**src/hdl/psp_pkg.sv**
```systemverilog
package psp_pkg;

	// register indexes on the configuration port
	localparam logic CFG_PACK_MODE   = 1'b0;
	localparam logic CFG_ALPHA_VALUE = 1'b1;

	// packing mode codes
	localparam logic [2:0] MODE_DENSE  = 3'd0;
	localparam logic [2:0] MODE_ALPHA  = 3'd1;
	localparam logic [2:0] MODE_BYTE   = 3'd2;
	localparam logic [2:0] MODE_HALF   = 3'd3;
	localparam logic [2:0] MODE_CHROMA = 3'd4;

	// output word queue
	localparam int QUEUE_DEPTH = 4;
	localparam int QCNT_W      = $clog2(QUEUE_DEPTH + 1);

	// one output beat
	typedef struct packed {
		logic [31:0] data;
		logic        user;
		logic        last;
	} word_t;

	// words produced by one input beat
	typedef struct packed {
		logic [1:0]      cnt;
		word_t [2:0]     words;
	} pack_res_t;

endpackage

```
**src/hdl/psp_pack.sv**
```systemverilog
module psp_pack
	import psp_pkg::*;
(
	input  logic        clk,
	input  logic        arst_n,
	input  logic        cfg_wr,
	input  logic        cfg_index,
	input  logic [7:0]  cfg_data,
	input  logic        in_accept,
	input  logic [23:0] pix,
	input  logic        pix_user,
	input  logic        pix_last,
	output logic [1:0]  need,
	output pack_res_t   res
);

	logic [2:0]        mode_q;
	logic [7:0]        alpha_q;
	logic [2:0][23:0]  buf_q;
	logic [1:0]        fill_q;
	logic [2:0]        marks_q;

	logic              pair_grp;
	logic              mode_ok;
	logic [1:0]        n;
	logic              flush;
	logic [3:0][23:0]  p;
	logic [3:0]        u;
	logic              anyu;
	logic [8:0]        sum_c1;
	logic [8:0]        sum_c2;
	logic [31:0]       w0;
	logic [31:0]       w1;
	logic [31:0]       w2;

	// group slot selection and word assembly
	always_comb begin
		mode_ok  = (mode_q == MODE_DENSE) || (mode_q == MODE_ALPHA) || (mode_q == MODE_BYTE)
			|| (mode_q == MODE_HALF) || (mode_q == MODE_CHROMA);
		pair_grp = (mode_q == MODE_HALF) || (mode_q == MODE_CHROMA);
		n        = (pair_grp && fill_q != 2'd0) ? 2'd1 : fill_q;
		flush    = pix_last || (pair_grp ? (n == 2'd1) : (n == 2'd3));

		for (int i = 0; i < 3; i++) begin
			if (2'(i) < n) begin
				p[i] = buf_q[i];
				u[i] = marks_q[i];
			end else if (2'(i) == n) begin
				p[i] = pix;
				u[i] = pix_user;
			end else begin
				p[i] = '0;
				u[i] = 1'b0;
			end
		end
		p[3] = (n == 2'd3) ? pix : '0;
		u[3] = (n == 2'd3) ? pix_user : 1'b0;
		anyu = |u;

		sum_c1 = {1'b0, p[0][15:8]} + {1'b0, p[1][15:8]};
		sum_c2 = {1'b0, p[0][23:16]} + {1'b0, p[1][23:16]};

		w0 = '0;
		w1 = '0;
		w2 = '0;
		res = '0;
		need = 2'd0;
		case (mode_q)
			MODE_DENSE: begin
				w0 = {p[1][7:0], p[0]};
				w1 = {p[2][15:0], p[1][23:8]};
				w2 = {p[3], p[2][23:16]};
				case (n)
					2'd0:    need = 2'd1;
					2'd1:    need = 2'd2;
					default: need = 2'd3;
				endcase
				if (flush) begin
					res.cnt = need;
					res.words[0] = '{data: w0, user: u[0], last: pix_last && need == 2'd1};
					res.words[1] = '{data: w1, user: u[1], last: pix_last && need == 2'd2};
					res.words[2] = '{data: w2, user: u[2], last: pix_last && need == 2'd3};
				end
			end
			MODE_ALPHA: begin
				need = 2'd1;
				res.cnt = 2'd1;
				res.words[0] = '{data: {alpha_q, pix}, user: pix_user, last: pix_last};
			end
			MODE_BYTE: begin
				need = 2'd1;
				w0 = {p[3][7:0], p[2][7:0], p[1][7:0], p[0][7:0]};
				res.cnt = flush ? 2'd1 : 2'd0;
				res.words[0] = '{data: w0, user: anyu, last: pix_last};
			end
			MODE_HALF: begin
				need = 2'd1;
				w0 = {p[1][15:0], p[0][15:0]};
				res.cnt = flush ? 2'd1 : 2'd0;
				res.words[0] = '{data: w0, user: anyu, last: pix_last};
			end
			MODE_CHROMA: begin
				need = 2'd1;
				w0 = {sum_c2[8:1], p[1][7:0], sum_c1[8:1], p[0][7:0]};
				res.cnt = flush ? 2'd1 : 2'd0;
				res.words[0] = '{data: w0, user: anyu, last: pix_last};
			end
			default: begin
				need = 2'd0;
			end
		endcase
	end

	// configuration and group state
	always_ff @(posedge clk or negedge arst_n) begin
		if (!arst_n) begin
			mode_q  <= MODE_ALPHA;
			alpha_q <= '0;
			buf_q   <= '0;
			fill_q  <= '0;
			marks_q <= '0;
		end else if (cfg_wr) begin
			if (cfg_index == CFG_PACK_MODE) begin
				mode_q  <= cfg_data[2:0];
				buf_q   <= '0;
				fill_q  <= '0;
				marks_q <= '0;
			end else begin
				alpha_q <= cfg_data;
			end
		end else if (in_accept && mode_ok && mode_q != MODE_ALPHA) begin
			if (flush) begin
				buf_q   <= '0;
				fill_q  <= '0;
				marks_q <= '0;
			end else begin
				buf_q[n]   <= pix;
				marks_q[n] <= pix_user;
				fill_q     <= n + 2'd1;
			end
		end
	end

endmodule

```
**src/hdl/psp_word_queue.sv**
```systemverilog
module psp_word_queue
	import psp_pkg::*;
(
	input  logic              clk,
	input  logic              arst_n,
	input  logic [1:0]        push_cnt,
	input  word_t [2:0]       push_words,
	output logic [QCNT_W-1:0] count,
	output word_t             head,
	output logic              head_valid,
	input  logic              head_ready
);

	word_t [QUEUE_DEPTH-1:0] q_q;
	logic [QCNT_W-1:0]       cnt_q;
	logic                    pop;
	logic [QCNT_W-1:0]       base;
	logic [QCNT_W-1:0]       rel;
	word_t [QUEUE_DEPTH-1:0] shifted;
	word_t [QUEUE_DEPTH-1:0] q_next;

	assign pop        = (cnt_q != '0) && head_ready;
	assign count      = cnt_q;
	assign head       = q_q[0];
	assign head_valid = cnt_q != '0;

	// shift out the popped beat and append new beats behind the survivors
	always_comb begin
		base = cnt_q - QCNT_W'(pop);
		rel  = '0;
		for (int j = 0; j < QUEUE_DEPTH; j++) begin
			if (pop && j < QUEUE_DEPTH - 1) begin
				shifted[j] = q_q[j + 1];
			end else begin
				shifted[j] = q_q[j];
			end
		end
		for (int j = 0; j < QUEUE_DEPTH; j++) begin
			rel = QCNT_W'(j) - base;
			if (QCNT_W'(j) < base) begin
				q_next[j] = shifted[j];
			end else if (rel < QCNT_W'(push_cnt)) begin
				q_next[j] = push_words[rel[1:0]];
			end else begin
				q_next[j] = shifted[j];
			end
		end
	end

	// beat storage holds no reset
	always_ff @(posedge clk) begin
		q_q <= q_next;
	end

	// occupancy
	always_ff @(posedge clk or negedge arst_n) begin
		if (!arst_n) begin
			cnt_q <= '0;
		end else begin
			cnt_q <= base + QCNT_W'(push_cnt);
		end
	end

endmodule

```
**src/hdl/pixel_stream_packer.sv**
```systemverilog
// pixel packer: 24-bit pixels in, 32-bit words out, one pixel accepted per cycle
// a completing beat's word is queued and shown in the cycle after if the queue was empty
// throughput: one pixel per cycle in every mode while the output takes a word per cycle;
// no mode makes more than one word per pixel, so input stalls come only from output stalls
// reset: mode 1 (alpha), alpha byte 0, no pixels gathered, word queue empty
module pixel_stream_packer
	import psp_pkg::*;
(
	input  logic        clk,
	input  logic        arst_n,
	input  logic        cfg_wr,
	input  logic        cfg_index,
	input  logic [7:0]  cfg_data,
	input  logic        s_axis_tvalid,
	output logic        s_axis_tready,
	input  logic [23:0] s_axis_tdata,   // pixel_data[23:0]
	input  logic        s_axis_tuser,   // pixel_user
	input  logic        s_axis_tlast,
	output logic        m_axis_tvalid,
	input  logic        m_axis_tready,
	output logic [31:0] m_axis_tdata,   // word_data[31:0]
	output logic        m_axis_tuser,   // word_user
	output logic        m_axis_tlast
);

	logic              in_accept;
	logic [1:0]        need;
	pack_res_t         res;
	logic [QCNT_W-1:0] qcount;
	word_t             head;

	// accept only when the queue can hold the most words this beat may produce
	assign s_axis_tready = (QCNT_W'(qcount) + QCNT_W'(need)) <= QCNT_W'(QUEUE_DEPTH);
	assign in_accept     = s_axis_tvalid && s_axis_tready;

	psp_pack u_pack (
		.clk       (clk),
		.arst_n    (arst_n),
		.cfg_wr    (cfg_wr),
		.cfg_index (cfg_index),
		.cfg_data  (cfg_data),
		.in_accept (in_accept),
		.pix       (s_axis_tdata),
		.pix_user  (s_axis_tuser),
		.pix_last  (s_axis_tlast),
		.need      (need),
		.res       (res)
	);

	psp_word_queue u_queue (
		.clk        (clk),
		.arst_n     (arst_n),
		.push_cnt   (in_accept ? res.cnt : 2'd0),
		.push_words (res.words),
		.count      (qcount),
		.head       (head),
		.head_valid (m_axis_tvalid),
		.head_ready (m_axis_tready)
	);

	assign m_axis_tdata = head.data;
	assign m_axis_tuser = head.user;
	assign m_axis_tlast = head.last;

endmodule

```
**config.mk**
```make
export PLATFORM = sky130hd
export DESIGN_NAME = pixel_stream_packer
export DESIGN_NICKNAME = d
export VERILOG_FILES = /design/src/hdl/psp_pkg.sv /design/src/hdl/psp_pack.sv /design/src/hdl/psp_word_queue.sv /design/src/hdl/pixel_stream_packer.sv
export SDC_FILE = /design/constraint.sdc
export NUM_CORES = 1
export LEC_CHECK = 0
export BUFFER_PORTS_ARGS = -buffer_cell sky130_fd_sc_hd__buf_2
export CAP_MARGIN = 10
export CORE_MARGIN = 8
export CORE_UTILIZATION = 25
export DETAILED_ROUTE_END_ITERATION = 10
export SLEW_MARGIN = 20
export SYNTH_ARGS = -nofsm -noshare
export SYNTH_HDL_FRONTEND = slang
export SYNTH_SLANG_ARGS = --single-unit
export TNS_END_PERCENT = 1
```
**constraint.sdc**
```tcl
create_clock -name clk -period 6.57 [get_ports clk]
set_input_delay 0.657 -clock clk [delete_from_list [all_inputs] [get_ports clk]]
set_output_delay 0.657 -clock clk [all_outputs]
set_load 0.1 [all_outputs]
```
# Word-level counts from Yosys, hierarchy flattened
# Index checks and enable logic that the tools add are counted.
# word_totals
out_inout_bits	36
latch_bits	0
mem_count	0
rom_bits	0
mem_bits_rw	0
regBits	227
# classes
n_reduce_logical	27
n_bitwise	2
muxes	60
div_mod_pow	0
add_sub_neg	10
multipliers	0
magnitude_cmp	18
shifts	0
eq_ne	13
# ops
operator	n
34-bit two-way mux	13
72-bit two-way mux	4
34-bit binary-select mux with 2-bit select	4
24-bit two-way mux	8
34-bit case mux with 5 select lines	1
104-bit two-way mux	1
72-bit bitwise mux	1
68-bit two-way mux	1
24-bit demux with 2-bit select	1
8-bit by 8-bit adder with 9-bit output	2
2-bit by 3-bit less-than comparator with 1-bit output, second input constant	5
2-bit two-way mux	7
3-bit by 2-bit less-than comparator with 1-bit output	4
3-bit two-way mux	4
1-bit two-way mux	10
1-bit logical AND	9
2-bit case mux with 2 select lines	2
2-bit AND reduction	4
4-bit OR reduction	2
3-bit by 2-bit adder with 3-bit output	2
2-bit equality test, second input constant	3
3-bit by 2-bit equality test with 1-bit output, second input constant	2
1-bit logical OR	6
1-bit by 3-bit less-than comparator with 1-bit output, first input constant	2
25 further kinds	32

# Logic depth before layout (Yosys ltp)
# Gate-level depths: netlist of the first run.
# depth
word_depth	15
mapped_depth	22
ltp_nobuf	19

# By module
# Synthesis of the first run repeated with hierarchy kept, for this count alone.
# unflattened
hier_cells	1532
hier_area_um2	14640.3
# modules_own_cells
module	n_inst	area_each_um2	seq_area_each_um2	cells_each
psp_word_queue	1	8266.7	3138.0	781
psp_pack	1	6286.0	2203.4	738
pixel_stream_packer	1	87.6	0.0	13

# Worst setup path before layout of the first run
# No wires, ideal clock.
# synth_path
path_type	flip-flop to flip-flop
from	register u_pack.fill_q[0]
to	register u_queue.q_q[102] (netlist bit), enable pin
t_arrival_ns	6.873
path_buffers	4
period_less_slack_ns	7.299
path_stages_with_launch	18
setup_slack_ns	-0.729
cell_sequence	dfrtp_1 buf_2 buf_2 buf_2 buf_2 a31oi_1 ha_1 inv_1 fa_1 inv_1 o21ai_0 nand2_1 nor3_1 inv_1 ha_1 inv_1 o21ai_0 nor2_1
# synth_via
elab_chain_cells	13
# synth_rtl
element	line_no	text
start: declaration	psp_pack.sv:20	logic [1:0] fill_q;
start signal: assignment	psp_pack.sv:139	fill_q <= n + 2'd1;
2-bit nonzero test	psp_pack.sv:41	n = (pair_grp && fill_q != 2'd0) ? 2'd1 : fill_q;
1-bit logical AND	psp_pack.sv:41	
2-bit two-way mux *	psp_pack.sv:41	
2-bit by 1-bit equality test with 1-bit output or 2-bit logical NOT (tied branches)	psp_pack.sv:73	case (n)
2-bit case mux with 2 select lines *	psp_pack.sv:73	
2-bit two-way mux *	psp_pack.sv:68	case (mode_q)
2-bit case mux with 2 select lines *	psp_pack.sv:68	
3-bit by 2-bit adder with 3-bit output *	pixel_stream_packer.sv:33	assign s_axis_tready = (QCNT_W'(qcount) + QCNT_W'(need)) <= QCNT_W'(QUEUE_DEPTH);
3-bit <= comparator *	pixel_stream_packer.sv:33	
net s_axis_tready	pixel_stream_packer.sv:15	output logic s_axis_tready,
1-bit logical AND *	pixel_stream_packer.sv:34	assign in_accept = s_axis_tvalid && s_axis_tready;
2-bit two-way mux *	pixel_stream_packer.sv:53	.push_cnt (in_accept ? res.cnt : 2'd0),
3-bit by 2-bit less-than comparator with 1-bit output *	psp_word_queue.sv:42	end else if (rel < QCNT_W'(push_cnt)) begin
2-bit AND reduction (no source line) *	-	
end signal: assignment	psp_word_queue.sv:52	q_q <= q_next;
end: declaration	psp_word_queue.sv:14	word_t [QUEUE_DEPTH-1:0] q_q;
# Mark *: on every way through the listed nets, which the timed path passes. The rest lies on a longest branch. The select of a mux whose other input is x is not followed.
# A chain may end at the register's enable or synchronous reset.

==> results of run 1 <==
[cell type report]
cell class	instances	share of cell area (%)
multi-input cells	1292	50.35
flip-flops and latches	227	32.94
well taps	765	5.901
clock buffers	43	5.554
inverters	25	0.5786
clock inverters	9	0.7714
repair buffers	109	3.903
[cell usage in the layout (no fill, tap or decap), types with 35 or more instances in the layout]
cell / count
mux2_2: 41
dfxtp_1: 102
mux2i_1: 54
nand2_1: 339
dfrtp_1: 89
a31oi_1: 80
a22o_1: 83
nand3_1: 45
buf_2: 74
buf_4: 35
a21oi_1: 80
o21ai_0: 94
nor2_1: 103
[state kept, by name, indices dropped and copies added, names as in the netlist]
name	cells
u_queue.q_q	102
u_pack.buf_q	72
u_queue.head	34
u_pack.alpha_q	8
u_pack.marks_q	3
u_pack.mode_q	3
u_queue.count	3
u_pack.fill_q	2
[kinds of logic after synthesis]
group | share of synthesized area, %
compound gates | 26.70
flops | 36.79
buf+inv | 7.454
mux | 7.006
fa+ha+maj | 3.033
xor+xnor | 0.6033
simple gates | 18.42
[critical path, cell delays in order, from the launching register on]
cell and delay [ps]:
dfrtp_1 940, nor3_1 110, buf_4 200, a31oi_1 250, ha_1 190, inv_1 50
fa_1 500, inv_1 40, o21ai_1 250, nand2_1 180, nor3_1 440, inv_1 220
ha_1 310, nor2b_1 130, nor3_1 220, nand2_2 570, buf_4 430, a211oi_1 260
a31oi_1 70
[power by group]
part | switching [uW] | internal, uW | leakage, uW | total [uW]
sequential | 300 | 2020 | 0.00241 | 2320
clock | 661 | 1030 | 0.000508 | 1690
combinational | 3780 | 1430 | 0.00351 | 5210
[through the flow]
stage | setup slack [ps] | total power [uW] | hold slack [ps] | area [sq um]
after detailed placement | 1134 | 7452 | 464.5 | 15180
after CTS | 1137 | 9152 | 106.9 | 16200
after global placement | 1267 | 7359 | 453.1 | 15180
after global routing | 642.6 | 9734 | 131.7 | 16220
final | 1108 | 9216 | 108.1 | 16220
after floorplan | 137.2 | 6228 | 361.4 | 14520
[worst paths after layout]
path                                    endpoint  cells past startpoint
worst max-delay path             u_queue.q_q[87]                     18
worst min-delay path            u_pack.buf_q[18]                      1
worst max register to register   u_queue.q_q[87]                     18
worst min register to register   u_queue.q_q[60]                      2
max in group asynchronous       u_pack.fill_q[0]                      2
min in group clk                u_pack.mode_q[2]                      3
[layer usage]
metal  GRT usage, %  up-vias  part of all wire [%]
met5              0        -                     0
met4          6.677        0                   3.8
met3          3.073      118                   9.5
met2          25.74      758                    44
met1          23.37     6795                    43
li1               -     6241                     -
==> flow_summary.json, run 1 <==
{
  "hpwlAfterDp_um": 39530,
  "vias": 13910,
  "fmax_mhz": 183.1,
  "synth_top_area_share_pct": 15.51,
  "syn_nets": 1821,
  "seqCellArea_sq_um": 5343,
  "area.growth.synth_to_final_pct": 11.71,
  "finalHoldViolCount": 0,
  "dominantRegCellSynth": "dfxtp_1",
  "yosysUniqueCellTypes": 90,
  "antenna_found_initial": 1,
  "diodes": 0,
  "status": "finished, final reports clean",
  "drive_above_1_share_pct": 14.02,
  "cts_tree": "built",
  "start_kind": "flip-flop",
  "fin_skew_ps": 35.89,
  "place_congestion": 0.9363,
  "cp_data_arrival_time_ps": 5930,
  "h-tree-depth": 1,
  "slew_viol_final": 0,
  "cap_violations": 0,
  "cts-root-buf": "clkbuf_16",
  "drc": 0,
  "clk_pin_slew_ps": 60,
  "drt_wl_total_um": 58450,
  "synth_edf_count": 34,
  "power-per-cell-area_nw_per_um2": 568.2,
  "wl_per_cell_um": 23.66,
  "numCtsBuffers": 28,
  "grt_pass1_vias": 13410,
  "synth.area.top_cells": "dfrtp_1, dfxtp_1, nand2_1, edfxtp_1, a22o_1",
  "hp-class": "input port to asynchronous set/reset pin",
  "clkSinkCount": 227,
  "ir_drop_mv": 0.7901,
  "synth_area_sq_um": 14520,
  "viasPerCell": 5.632,
  "synth_most_common_cell": "nand2_1",
  "ctsHoldBuffers": 0,
  "rr_startpoint": "u_pack.mode_q[1]",
  "yosys.area.top_type": "dfrtp_1",
  "start_util_pct": 25.21,
  "synth_common_cells": "nand2_1, clkbuf_1, nor2_1",
  "fin_nets": 1755,
  "path_max_fanout": 41,
  "ios": 76,
  "floorplan.core_area_sq_um": 57590,
  "final_core_util_pct": 28.17,
  "stdcell_count": 2470,
  "multiInputGateArea_sq_um": 8167,
  "fill_cells": 6097,
  "die-width_um": 257.0,
  "cts_buffer_depth": 3,
  "period_needed_ps": 5462,
  "rsz0062_at_grt": "false",
  "core.rowCount": 88,
  "async_flop_share_pct": 40.09,
  "setup_viol": 0,
  "antenna_left": 0,
  "synthCells": 1749,
  "worstSetupStartpoint": "u_pack.mode_q[1]",
  "port_buffers": 75,
  "drtIter0Drc": 1609,
  "end_kind": "flip-flop",
  "dpl.cell_count": 2418,
  "tns_ps": 0,
  "dieArea_sq_um": 66040,
  "grt_usage_pct": 16.89,
  "insertion_delay_ps": 600,
  "grt_pass1_wl_um": 87040,
  "firstDrtPassIters": 6,
  "post_cts_resized": 0,
  "ys_ff_latch": 227,
  "worstPathRequired_ps": 7040,
  "post-route-period-util_pct": 83.13,
  "crit_type": "flip-flop to flip-flop",
  "post_cts_buffers": 0,
  "yosysWarnings": 0,
  "synth_area_per_cell_sq_um": 8.301,
  "slew_headroom_pct": 23.52,
  "ys_seq_area_share_pct": 36.79,
  "p_leak_uw": 0.006427,
  "worstMarginPinSlew_ps": 1147,
  "die-height_um": 257.0,
  "grt-ovfl-total": 0,
  "r2r_slack_ps": 1110,
  "grt_max_degree": 85
}
No activity file was read; power rests on OpenSTA's default activity.
==> run 2, diff against run 1 <==
Clock period 6.57 ns to 5.3 ns, I/O delays scaled along.
==> run 2 against run 1 <==
Die area is the same; sequential share of layout area is essentially flat; sequential power grew 22%; highest routed layer is now met5; via count shrank 0.89%; sequential cell count is the same; design area is essentially flat; critical path type unchanged; combinational power grew 25%; clock skew shrank 8.3 ps; largest power group unchanged.
==> flow_summary.json, run 2 (synthesized netlist as in run 1, its figures left out) <==
{
  "drt-met1-wl_um": 25480,
  "multiInputGateArea_sq_um": 8160,
  "grt-ovfl-total": 0,
  "grt_pass1_vias": 12980,
  "area.growth.synth_to_final_pct": 11.79,
  "tns_ps": 0,
  "drc": 0,
  "rsz0062_at_grt": "false",
  "period_needed_ps": 4805,
  "drtIter0Drc": 1701,
  "p_leak_uw": 0.006450,
  "fmax_mhz": 208.1,
  "core.rowCount": 88,
  "seqCellArea_sq_um": 5343,
  "port_buffers": 75,
  "holdPathEnd": "u_pack.alpha_q[4]",
  "drive_above_1_share_pct": 14.35,
  "post_cts_buffers": 0,
  "cap_violations": 0,
  "slew_headroom_pct": 21.46,
  "crit-reg2reg-capture": "u_queue.head[8]",
  "worstMarginPinSlew_ps": 1178,
  "dpl.cell_count": 2429,
  "setup_viol": 0,
  "fin_nets": 1766,
  "path_max_fanout": 33,
  "slew_viol_final": 0,
  "numCtsBuffers": 27,
  "cts_buffer_depth": 3,
  "wl_met2_um": 25250,
  "clk_pin_slew_ps": 60,
  "r2r_slack_ps": 500,
  "power-per-cell-area_nw_per_um2": 697.8,
  "whs_path_depth": 2,
  "drt_wl_total_um": 57810,
  "status": "finished, final reports clean",
  "cp_data_arrival_time_ps": 5240,
  "vias": 13790,
  "wl_per_cell_um": 23.32,
  "stdcell_count": 2479,
  "post-route-period-util_pct": 90.65,
  "floorplan.core_area_sq_um": 57590,
  "dieArea_sq_um": 66040,
  "place_congestion": 0.9179,
  "finalWorstSetupSlack_ps": 495.4,
  "worstPathRequired_ps": 5740,
  "ios": 76,
  "dr_wl_met3_um": 4975,
  "viasPerCell": 5.562,
  "highest_layer": "met5",
  "cts_tree": "built",
  "grt_usage_pct": 16.69,
  "antenna_left": 0,
  "worstHoldStart": "cfg_data[4]",
  "hpwlAfterDp_um": 39960,
  "ir_drop_mv": 0.5519,
  "start_kind": "flip-flop",
  "diodes": 0,
  "grt_pass1_wl_um": 86410,
  "rr_startpoint": "u_pack.mode_q[0]",
  "place_ws_ps": 496.4,
  "die-width_um": 257.0,
  "regMostFlops": "u_queue.q_q",
  "final_common_cell": "nand2_1",
  "clkSinkCount": 227,
  "grt_max_degree": 95,
  "fin_skew_ps": 27.59,
  "h-tree-depth": 1,
  "holdWs_ps": 201.3,
  "layout_common_cells": "nand2_1, nor2_1, dfxtp_1",
  "hp-class": "input port to flip-flop",
  "end_kind": "flip-flop",
  "die-height_um": 257.0,
  "crit_type": "flip-flop to flip-flop",
  "fill_cells": 6088,
  "insertion_delay_ps": 580,
  "start_util_pct": 25.21,
  "largest_reg_flops": 102,
  "firstDrtPassIters": 7,
  "r2r_cells": 17,
  "antenna_found_initial": 2,
  "cts-root-buf": "clkbuf_16",
  "finalHoldViolCount": 0
}
run 2: changes by cell type in the layout (fill, tap and decap cells not counted), moves of 2 or more:
cell      change
buf_4        +10
clkbuf_8      -7
clkinv_2      +2
inv_6         +2
run 2: layout make-up:
class                      count  area share, %
multi-input combinational   1292          50.28
sequential                   227          32.92
tap                          765          5.897
clock buffer                  35          4.934
timing repair buffer         121          4.494
clock inverter                14         0.9019
inverter                      25         0.5782
run 2: repair_timing:
action	CTS	global route
hold buffers	1	0
hold endpoints to repair	4	0
resized for setup	0	0
run 2: worst max-delay path, stage by stage, from the launching register on:
cell      delay (ps)
dfstp_2          670
nor3_1            90
buf_4            170
a31oi_1          200
ha_1             170
inv_1             50
fa_1             500
inv_1             50
o21ai_2          120
nand2_1          110
nor3_1           390
inv_1            200
ha_1             310
nor2b_1          160
or4_1            730
buf_4            350
a221oi_1         320
a31oi_1           80
run 2: through the flow:
step           area, sq um  utilization, %  total power [uW]
2_1_floorplan        14530               -              7734
3_3_place_gp         15260           26.50              9162
3_5_place_dp         15260           26.50              9281
4_1_cts              16220           28.17             11290
5_1_grt              16230           28.19             12000
6_report             16230           28.19             11330
run 2: metal layers:
layer | track usage, % | vias up
li1 | - | 6257
met1 | 22.77 | 6762
met2 | 25.70 | 664
met3 | 3.523 | 103
met4 | 6.159 | 2
met5 | 0 | -
run 2: worst max-delay path by stage:
| stage | end | from | slack, ps | cells past startpoint |
|---|---|---|---|---|
| 2_1_floorplan | u_queue.q_q[69] | u_queue.count[2] | 90 | 20 |
| 3_3_place_gp | u_queue.head[5] | u_pack.mode_q[0] | 720 | 17 |
| 3_5_place_dp | u_queue.head[8] | u_pack.mode_q[0] | 500 | 17 |
| 4_1_cts | u_queue.head[8] | u_pack.mode_q[0] | 500 | 17 |
| 5_1_grt | u_queue.head[8] | u_pack.mode_q[0] | 250 | 17 |
| 6_report | u_queue.head[8] | u_pack.mode_q[0] | 500 | 17 |
run 2: power breakdown:
group          internal, uW  total [uW]  switching, uW
clock network          1170        1980            810
registers              2500        2830            328
logic                  1810        6510           4710
